File: src/design/b64d_pkg.sv
// Shared types, constants and the character classifier for the base64 decoder.
`default_nettype none
package b64d_pkg;

    // Command queue between the front and the back.
    localparam int QDEPTH = 4;
    localparam int QPTR_W = $clog2(QDEPTH);
    localparam int QCNT_W = $clog2(QDEPTH + 1);

    localparam logic [7:0] CH_UPPER_A = 8'h41;
    localparam logic [7:0] CH_UPPER_Z = 8'h5A;
    localparam logic [7:0] CH_LOWER_A = 8'h61;
    localparam logic [7:0] CH_LOWER_Z = 8'h7A;
    localparam logic [7:0] CH_DIGIT_0 = 8'h30;
    localparam logic [7:0] CH_DIGIT_9 = 8'h39;
    localparam logic [7:0] CH_PLUS    = 8'h2B;
    localparam logic [7:0] CH_SLASH   = 8'h2F;

    localparam logic [5:0] SX_LOWER_BASE = 6'd26;
    localparam logic [5:0] SX_DIGIT_BASE = 6'd52;
    localparam logic [5:0] SX_PLUS       = 6'd62;
    localparam logic [5:0] SX_SLASH      = 6'd63;

    // One queued command: up to three result beats.
    typedef struct packed {
        logic [23:0] bits;      // group, MSB-aligned
        logic [1:0]  count;     // number of beats, 1..3
        logic        has_data;  // beats carry bytes
        logic        bad;       // illegal-character beat
        logic        endt;      // final beat closes the text
    } t_cmd;

    typedef struct packed {
        logic full;
        logic nonempty;
    } t_q_stat;

    // Bit 6 set: illegal character.
    function automatic logic [6:0] sextet_of(input logic [7:0] c);
        logic [6:0] v;
        if (c >= CH_UPPER_A && c <= CH_UPPER_Z) begin
            v = {1'b0, 6'(c - CH_UPPER_A)};
        end else if (c >= CH_LOWER_A && c <= CH_LOWER_Z) begin
            v = {1'b0, 6'(c - CH_LOWER_A) + SX_LOWER_BASE};
        end else if (c >= CH_DIGIT_0 && c <= CH_DIGIT_9) begin
            v = {1'b0, 6'(c - CH_DIGIT_0) + SX_DIGIT_BASE};
        end else if (c == CH_PLUS) begin
            v = {1'b0, SX_PLUS};
        end else if (c == CH_SLASH) begin
            v = {1'b0, SX_SLASH};
        end else begin
            v = 7'h40;
        end
        return v;
    endfunction

endpackage
`default_nettype wire

File: src/design/b64d_if.sv
// Valid/ready channel interfaces for characters in and results out.
`default_nettype none
interface b64d_in_if;
    logic       valid;
    logic       ready;
    logic [7:0] char_code;
    logic       last_char;
    modport source (output valid, output char_code, output last_char, input ready);
    modport sink   (input valid, input char_code, input last_char, output ready);
endinterface

interface b64d_out_if;
    logic       valid;
    logic       ready;
    logic [7:0] data_byte;
    logic       byte_valid;
    logic       bad_char;
    logic       end_of_text;
    modport source (output valid, output data_byte, output byte_valid,
                    output bad_char, output end_of_text, input ready);
    modport sink   (input valid, input data_byte, input byte_valid,
                    input bad_char, input end_of_text, output ready);
endinterface
`default_nettype wire

File: src/design/b64d_front.sv
// Front: accepts characters, tracks the group and skip state, issues commands.
`default_nettype none
module b64d_front (
    input  wire logic             i_clk,
    input  wire logic             i_rst_n,
    input  wire logic             i_valid,
    input  wire logic [7:0]       i_char_code,
    input  wire logic             i_last_char,
    input  wire logic             i_q_full,
    output logic                  o_ready,
    output logic                  o_push,
    output b64d_pkg::t_cmd        o_cmd
);
    logic [17:0] r_group, n_group;
    logic [1:0]  r_held, n_held;
    logic        r_skip, n_skip;
    logic        accept;
    logic [6:0]  sx;
    logic [23:0] acc;

    assign o_ready = !i_q_full;
    assign accept  = i_valid && o_ready;
    assign sx      = b64d_pkg::sextet_of(i_char_code);
    assign acc     = {r_group, sx[5:0]};

    always_comb begin
        n_group = r_group;
        n_held  = r_held;
        n_skip  = r_skip;
        o_push  = 1'b0;
        o_cmd   = '0;
        if (accept) begin
            priority if (r_skip) begin
                if (i_last_char) n_skip = 1'b0;
            end else if (i_last_char && r_held == 2'd0) begin
                // lone trailing char: dropped unchecked, end marker only
                o_push     = 1'b1;
                o_cmd.count = 2'd1;
                o_cmd.endt = 1'b1;
            end else if (sx[6]) begin
                o_push      = 1'b1;
                o_cmd.count = 2'd1;
                o_cmd.bad   = 1'b1;
                o_cmd.endt  = 1'b1;
                n_group     = '0;
                n_held      = '0;
                n_skip      = !i_last_char;
            end else if (r_held != 2'd3 && !i_last_char) begin
                n_group = acc[17:0];
                n_held  = r_held + 2'd1;
            end else begin
                o_push         = 1'b1;
                o_cmd.count    = r_held;
                o_cmd.has_data = 1'b1;
                o_cmd.endt     = i_last_char;
                unique case (r_held)
                    2'd3:    o_cmd.bits = acc;
                    2'd2:    o_cmd.bits = {acc[17:0], 6'd0};
                    default: o_cmd.bits = {acc[11:0], 12'd0};
                endcase
                n_group = '0;
                n_held  = '0;
            end
        end
    end

    always_ff @(posedge i_clk) begin
        if (!i_rst_n) begin
            r_group <= '0;
            r_held  <= '0;
            r_skip  <= 1'b0;
        end else begin
            r_group <= n_group;
            r_held  <= n_held;
            r_skip  <= n_skip;
        end
    end
endmodule
`default_nettype wire

File: src/design/b64d_queue.sv
// Small command FIFO between front and back.
`default_nettype none
module b64d_queue (
    input  wire logic                 i_clk,
    input  wire logic                 i_rst_n,
    input  wire logic                 i_push,
    input  wire b64d_pkg::t_cmd       i_cmd,
    input  wire logic                 i_pop,
    output b64d_pkg::t_cmd            o_head,
    output b64d_pkg::t_q_stat         o_stat
);
    b64d_pkg::t_cmd r_mem [b64d_pkg::QDEPTH];
    logic [b64d_pkg::QPTR_W-1:0] r_wr, r_rd;
    logic [b64d_pkg::QCNT_W-1:0] r_cnt, n_cnt;
    logic do_push, do_pop;

    assign o_stat.full     = (r_cnt == b64d_pkg::QCNT_W'(b64d_pkg::QDEPTH));
    assign o_stat.nonempty = (r_cnt != '0);
    assign o_head          = r_mem[r_rd];
    assign do_push         = i_push && !o_stat.full;
    assign do_pop          = i_pop && o_stat.nonempty;

    always_comb begin
        n_cnt = r_cnt;
        if (do_push && !do_pop) n_cnt = r_cnt + 1'b1;
        if (!do_push && do_pop) n_cnt = r_cnt - 1'b1;
    end

    always_ff @(posedge i_clk) begin
        if (do_push) r_mem[r_wr] <= i_cmd;
    end

    always_ff @(posedge i_clk) begin
        if (!i_rst_n) begin
            r_wr  <= '0;
            r_rd  <= '0;
            r_cnt <= '0;
        end else begin
            if (do_push) r_wr <= r_wr + 1'b1;
            if (do_pop)  r_rd <= r_rd + 1'b1;
            r_cnt <= n_cnt;
        end
    end
endmodule
`default_nettype wire

File: src/design/b64d_back.sv
// Back: walks the head command beat by beat into the output register.
`default_nettype none
module b64d_back (
    input  wire logic              i_clk,
    input  wire logic              i_rst_n,
    input  wire b64d_pkg::t_cmd    i_head,
    input  wire logic              i_head_valid,
    output logic                   o_pop,
    b64d_out_if.source             o_out
);
    logic [1:0] r_idx, n_idx;
    logic       r_valid;
    logic [7:0] r_byte, n_byte;
    logic       r_bval, r_bad, r_end;
    logic       load, last_beat;

    assign load      = i_head_valid && (!r_valid || o_out.ready);
    assign last_beat = (r_idx + 2'd1) == i_head.count;
    assign o_pop     = load && last_beat;
    assign n_idx     = last_beat ? 2'd0 : r_idx + 2'd1;

    always_comb begin
        unique case (r_idx)
            2'd0:    n_byte = i_head.bits[23:16];
            2'd1:    n_byte = i_head.bits[15:8];
            default: n_byte = i_head.bits[7:0];
        endcase
        if (!i_head.has_data) n_byte = '0;
    end

    always_ff @(posedge i_clk) begin
        if (!i_rst_n) begin
            r_idx   <= '0;
            r_valid <= 1'b0;
        end else begin
            if (load) r_idx <= n_idx;
            if (load) r_valid <= 1'b1;
            else if (o_out.ready) r_valid <= 1'b0;
        end
    end

    always_ff @(posedge i_clk) begin
        if (load) begin
            r_byte <= n_byte;
            r_bval <= i_head.has_data;
            r_bad  <= i_head.bad;
            r_end  <= i_head.endt && last_beat;
        end
    end

    assign o_out.valid       = r_valid;
    assign o_out.data_byte   = r_byte;
    assign o_out.byte_valid  = r_bval;
    assign o_out.bad_char    = r_bad;
    assign o_out.end_of_text = r_end;
endmodule
`default_nettype wire

File: src/design/base64_unpadded_decoder_unit.sv
// Top level of the streaming base64 (unpadded) decoder.
`default_nettype none
// Streaming base64 decoder for text without '=' padding. One character is
// taken per beat on i_in, with last_char on the final one; every cycle can
// accept a beat while the command queue has room. A group of four
// characters gives three byte beats, a closing tail of two or three
// characters gives one or two, a lone trailing character gives a single
// end-of-text marker beat, and an illegal character gives one bad_char beat
// (with end_of_text) after which characters are swallowed until the last
// flag. Results leave on o_out from a registered output, one beat per cycle
// while the sink is ready. Commands pass from the command queue into the
// output register. Throughput: one character per cycle in, one result beat
// per cycle out; the output side is the limit only while a group's three
// beats drain, and the four-entry command queue between the character front
// end and the beat sequencer absorbs that, so a stall on either side holds
// the other off only once the queue is full or empty.
module base64_unpadded_decoder_unit (
    input  wire logic   i_clk,
    input  wire logic   i_rst_n,
    b64d_in_if.sink     i_in,
    b64d_out_if.source  o_out
);
    logic                 push, pop;
    b64d_pkg::t_cmd       cmd, head;
    b64d_pkg::t_q_stat    q_stat;

    b64d_front u_front (
        .i_clk       (i_clk),
        .i_rst_n     (i_rst_n),
        .i_valid     (i_in.valid),
        .i_char_code (i_in.char_code),
        .i_last_char (i_in.last_char),
        .i_q_full    (q_stat.full),
        .o_ready     (i_in.ready),
        .o_push      (push),
        .o_cmd       (cmd)
    );

    b64d_queue u_queue (
        .i_clk   (i_clk),
        .i_rst_n (i_rst_n),
        .i_push  (push),
        .i_cmd   (cmd),
        .i_pop   (pop),
        .o_head  (head),
        .o_stat  (q_stat)
    );

    b64d_back u_back (
        .i_clk        (i_clk),
        .i_rst_n      (i_rst_n),
        .i_head       (head),
        .i_head_valid (q_stat.nonempty),
        .o_pop        (pop),
        .o_out        (o_out)
    );

    // front never issues into a full queue
    a_no_push_full: assert property (@(posedge i_clk) disable iff (!i_rst_n)
        push |-> !q_stat.full) else $error("command pushed into full queue");

    // issued commands always carry one to three beats
    a_cmd_count: assert property (@(posedge i_clk) disable iff (!i_rst_n)
        push |-> (cmd.count != 2'd0)) else $error("empty command issued");

    // an error beat closes the text and carries no byte
    a_bad_beat: assert property (@(posedge i_clk) disable iff (!i_rst_n)
        (o_out.valid && o_out.bad_char) |-> (o_out.end_of_text && !o_out.byte_valid))
        else $error("malformed error beat");

    // the output register is idle right after a reset edge
    a_reset_quiet: assert property (@(posedge i_clk)
        !$past(i_rst_n) |-> !o_out.valid) else $error("output valid after reset");
endmodule
`default_nettype wire
File: src/flat_wrapper.sv
// flat-port wrapper written by rule: the top's interface ports become plain ports
module base64_unpadded_decoder_unit_flat 
  (i_clk, i_rst_n, i_in_valid, i_in_char_code, i_in_last_char, i_in_ready, o_out_valid, o_out_data_byte, o_out_byte_valid, o_out_bad_char, o_out_end_of_text, o_out_ready);
  b64d_in_if i_in_i ();
  b64d_out_if o_out_i ();
  input  wire logic i_clk;
  input  wire logic i_rst_n;
  input wire logic [$bits(i_in_i.valid)-1:0] i_in_valid;
  input wire logic [$bits(i_in_i.char_code)-1:0] i_in_char_code;
  input wire logic [$bits(i_in_i.last_char)-1:0] i_in_last_char;
  output wire logic [$bits(i_in_i.ready)-1:0] i_in_ready;
  output wire logic [$bits(o_out_i.valid)-1:0] o_out_valid;
  output wire logic [$bits(o_out_i.data_byte)-1:0] o_out_data_byte;
  output wire logic [$bits(o_out_i.byte_valid)-1:0] o_out_byte_valid;
  output wire logic [$bits(o_out_i.bad_char)-1:0] o_out_bad_char;
  output wire logic [$bits(o_out_i.end_of_text)-1:0] o_out_end_of_text;
  input wire logic [$bits(o_out_i.ready)-1:0] o_out_ready;
  assign i_in_i.valid = i_in_valid;
  assign i_in_i.char_code = i_in_char_code;
  assign i_in_i.last_char = i_in_last_char;
  assign i_in_ready = i_in_i.ready;
  assign o_out_valid = o_out_i.valid;
  assign o_out_data_byte = o_out_i.data_byte;
  assign o_out_byte_valid = o_out_i.byte_valid;
  assign o_out_bad_char = o_out_i.bad_char;
  assign o_out_end_of_text = o_out_i.end_of_text;
  assign o_out_i.ready = o_out_ready;
  base64_unpadded_decoder_unit u_core (.i_clk(i_clk), .i_rst_n(i_rst_n), .i_in(i_in_i), .o_out(o_out_i));
endmodule
File: config.mk
export PLATFORM = sky130hd
export DESIGN_NAME = base64_unpadded_decoder_unit_flat
export DESIGN_NICKNAME = d
export VERILOG_FILES = /design/src/design/b64d_pkg.sv /design/src/design/b64d_if.sv /design/src/design/b64d_front.sv /design/src/design/b64d_queue.sv /design/src/design/b64d_back.sv /design/src/design/base64_unpadded_decoder_unit.sv /design/src/flat_wrapper.sv
export SDC_FILE = /design/constraint.sdc
export NUM_CORES = 1
export LEC_CHECK = 0
export BUFFER_PORTS_ARGS = -buffer_cell sky130_fd_sc_hd__buf_4
export CORE_MARGIN = 5
export CORE_UTILIZATION = 45
export CTS_BUF_LIST = sky130_fd_sc_hd__clkbuf_4 sky130_fd_sc_hd__clkbuf_8 sky130_fd_sc_hd__clkbuf_16
export CTS_CLUSTER_DIAMETER = 120
export DETAILED_ROUTE_END_ITERATION = 7
export PLACE_DENSITY_LB_ADDON = 0.08
export SYNTH_ARGS = -nofsm -noshare
export SYNTH_HDL_FRONTEND = slang
export SYNTH_SLANG_ARGS = --single-unit
File: constraint.sdc
create_clock -name i_clk -period 3.8 [get_ports i_clk]
set_clock_uncertainty 0.15 [all_clocks]
set_input_delay 0.95 -clock i_clk [delete_from_list [all_inputs] [get_ports i_clk]]
set_output_delay 0.95 -clock i_clk [all_outputs]
set_load 0.05 [all_outputs]
==> run_results.csv <==
group,metric,value,unit
logic_synthesis,synth_fp_nets,538,
logic_synthesis,synthArstFlopShare,0,
clock_tree,cts-root-buf,"clkbuf_16",
logic_synthesis,synth_cell_types,58,
worst_setup_path,criticalPathCategory,"input port to flop",
min_path,holdCritStartpoint,"u_core.u_back.o_out.valid",
logic_synthesis,synth.yosys.warnings,0,
global_route,overflow,0,
worst_setup_path,ff2ff_path_depth,10,
timing,report.final.slew_viol_count,0,
logic_synthesis,netlist_instances,505,
timing,relSlewSlack,0.402,
logic_synthesis,yosys_most_used_dff,"edfxtp_1",
cells_and_area,drive_gt1_frac,0.226,
routing,first_iter_violations,326,
logic_synthesis,synthTopCellsByArea,"edfxtp_1, dfxtp_1, mux4_2",
logic_synthesis,synth.avg_cell_area,14.3,um2
clock_tree,worstSkewPairLatency,0.42,ns
global_route,grt_pass1_vias,4315,
routing,first_pass_iters,5,
timing,whs,0.346,ns
die,dieArea,18600,um2
cells_and_area,nNetsFinal,577,
routing,route.detailed.drc,0,
timing,final-setup-viol-count,0,
clock_tree,cts.sinks,160,
worst_setup_path,crit_fanout,8,
cells_and_area,final_cell_area,8280,um2
timing,fin_crit_sh,0.871,
cells_and_area,ff_latch_area,4480,um2
run_status,status,"finished, final reports clean",
logic_synthesis,synth_most_common_cell,"edfxtp_1",
timing,hold_viol,0,
clock_tree,cts.htree.levels,4,
die,die_h,136,um
global_route,grt_usage,0.173,
routing,avgViaCountPerCell,5.58,
cells_and_area,final_cells,773,
timing,tightest_slew,0.892,ns
clock_tree,cts_made_buffers,17,
placed_design,place_hpwl,9.83,mm
timing,tns,0,ns
placed_design,post_dp_cell_area,7730,um2
global_route,grt_max_degree,37,
logic_synthesis,synth_edf_count,127,
routing,drt_wl_total,15.2,mm
die,io-pin-count,26,
clock_tree,post-cts-setup-buffers,0,
logic_synthesis,ys_ff_latch,160,
cells_and_area,multi_input_area,2510,um2
clock_tree,cts_tree,"built",
placed_design,io_buffers,25,
logic_synthesis,ys_seq_area_frac,0.621,
cells_and_area,antenna_cells,0,
clock_tree,clockBufferDepth,2,
logic_synthesis,synthTopCellsByCount,"edfxtp_1, nand2_1, dfxtp_1",
global_route,grt_pass1_wl,23.9,mm
routing,ant_nets,0,
die,chipWidth,136,um
cells_and_area,syn2layout_area_growth,15.0,%
min_path,hold_path.class,"flop to flop",
pwr,p_leak,0.00274,uW
logic_synthesis,yosys.area.top_type_share,0.530,
logic_synthesis,synth_area,7200,um2
cells_and_area,fillers,1377,
logic_synthesis,synth_area_leader_cell,"edfxtp_1",
timing,timing.fmax,0.302,GHz
pwr,p_per_area,615,nW/um2
worst_setup_path,crit_path_start,"i_in_char_code[0]",
clock_tree,cts_resized,0,
global_route,antenna_found_initial,0,
pwr,ir_drop,317,uV
timing,rsz0062_at_grt,"false",
die,core_area,15800,um2
pwr,power,5090,uW
die,start_util,0.457,
worst_setup_path,critPathLaunchType,"input port",
worst_setup_path,critPathCaptureType,"flop",
routing,vias,4315,
clock_tree,hold_buffers,0,
placed_design,routabilityCongestion,0.873,
die,rows,46,
flow_run,cap_violations,0,
routing,wl_per_cell,19.6,um
worst_setup_path,cp.required,4.00,ns
timing,min_period,3.31,ns
worst_setup_path,worst_ep_arrival_time,3.51,ns
min_path,holdPathStages,2,
clock_tree,clk_pin_slew,0.06,ns
placed_design,dp.cells,741,
## metal layers
| metal | vias to the layer above | routed length [um] | global-route usage |
|---|---|---|---|
| met5 | - | 0 | 0 |
| met4 | 0 | 155 | 0.0454 |
| met3 | 13 | 726 | 0.0389 |
| met2 | 103 | 7560 | 0.285 |
| met1 | 2176 | 6720 | 0.232 |
| li1 | 2023 | - | - |
## layout by cell type (no fill, tap or decap), types with 5 or more instances in the layout
cell	count
a21oi_1	23
a21oi_2	8
a22oi_1	23
a32oi_1	15
and2_1	12
buf_4	43
clkbuf_16	17
clkinvlp_4	5
dfxtp_1	32
edfxtp_1	127
ha_1	19
inv_1	20
mux4_2	28
nand2_1	34
nand3_1	8
nand4_1	5
nor2_1	19
nor2b_1	26
o21ai_0	9
xnor2_1	5
## cell type report
type,instances,area share
well taps,216,0.0326
flip-flops and latches,160,0.541
inverters,20,0.00907
clock inverters,14,0.0141
clock buffers,18,0.0523
multi-input cells,298,0.303
repair buffers,47,0.0487
## sequential cells by signal, indices dropped and copies added, names as in the netlist, named ones only
| signal | flops |
|---|---|
| u_core.u_front.r_held | 2 |
| u_core.u_back.o_out.bad_char | 1 |
| u_core.u_queue.r_cnt | 3 |
| u_core.u_front.r_skip | 1 |
| u_core.u_back.o_out.valid | 1 |
| u_core.u_queue.r_mem | 116 |
| u_core.u_back.o_out.data_byte | 8 |
| u_core.u_back.r_idx | 2 |
| u_core.u_queue.r_rd | 2 |
| u_core.u_front.r_group | 18 |
| u_core.u_back.o_out.end_of_text | 1 |
| u_core.u_back.o_out.byte_valid | 1 |
| u_core.u_queue.r_wr | 2 |
## worst max-delay path: stages
cell and delay [ns]:
buf_4 0.13, inv_1 0.06, ha_1 0.25, nor2b_1 0.16, o21ai_2 0.20, nand3_2 0.17
o211ai_4 0.12, a21oi_2 0.08, inv_1 0.07, ha_1 0.18, inv_1 0.07, fa_1 0.44
xor2_1 0.16, or3_1 0.30, a21boi_0 0.15
## cells by family (layout without fill, tap and decap cells)
group / after synthesis / after routing / share of synthesized area
xor+xnor: 8 / 8 / 0.00973
buf+inv: 47 / 99 / 0.0304
compound gates: 111 / 111 / 0.111
mux: 32 / 32 / 0.0933
simple gates: 127 / 127 / 0.0982
fa+ha+maj: 20 / 20 / 0.0358
flops: 160 / 160 / 0.621
## stage by stage
step                setup WS, ns   util
floorplan                 0.0508      -
global placement           0.130  0.490
detailed placement        0.0483  0.490
CTS                        0.484  0.525
global route               0.250  0.525
finish                     0.491  0.525
## final timing paths
check | to | slack, ns
min | u_core.u_back.o_out.valid | 0.35
max | u_core.u_queue.r_cnt[2] | 0.49
min reg2reg | u_core.u_back.o_out.valid | 0.35
max reg2reg | u_core.u_queue.r_cnt[2] | 0.67
## where the power goes
part           leakage (uW)  internal, uW  switching [uW]
Sequential          0.00147          2110            64.3
Clock              0.000257           904             680
Combinational       0.00101           508             823
Total               0.00274          3520            1570
Note: power is estimated with default switching activity, not from simulation.
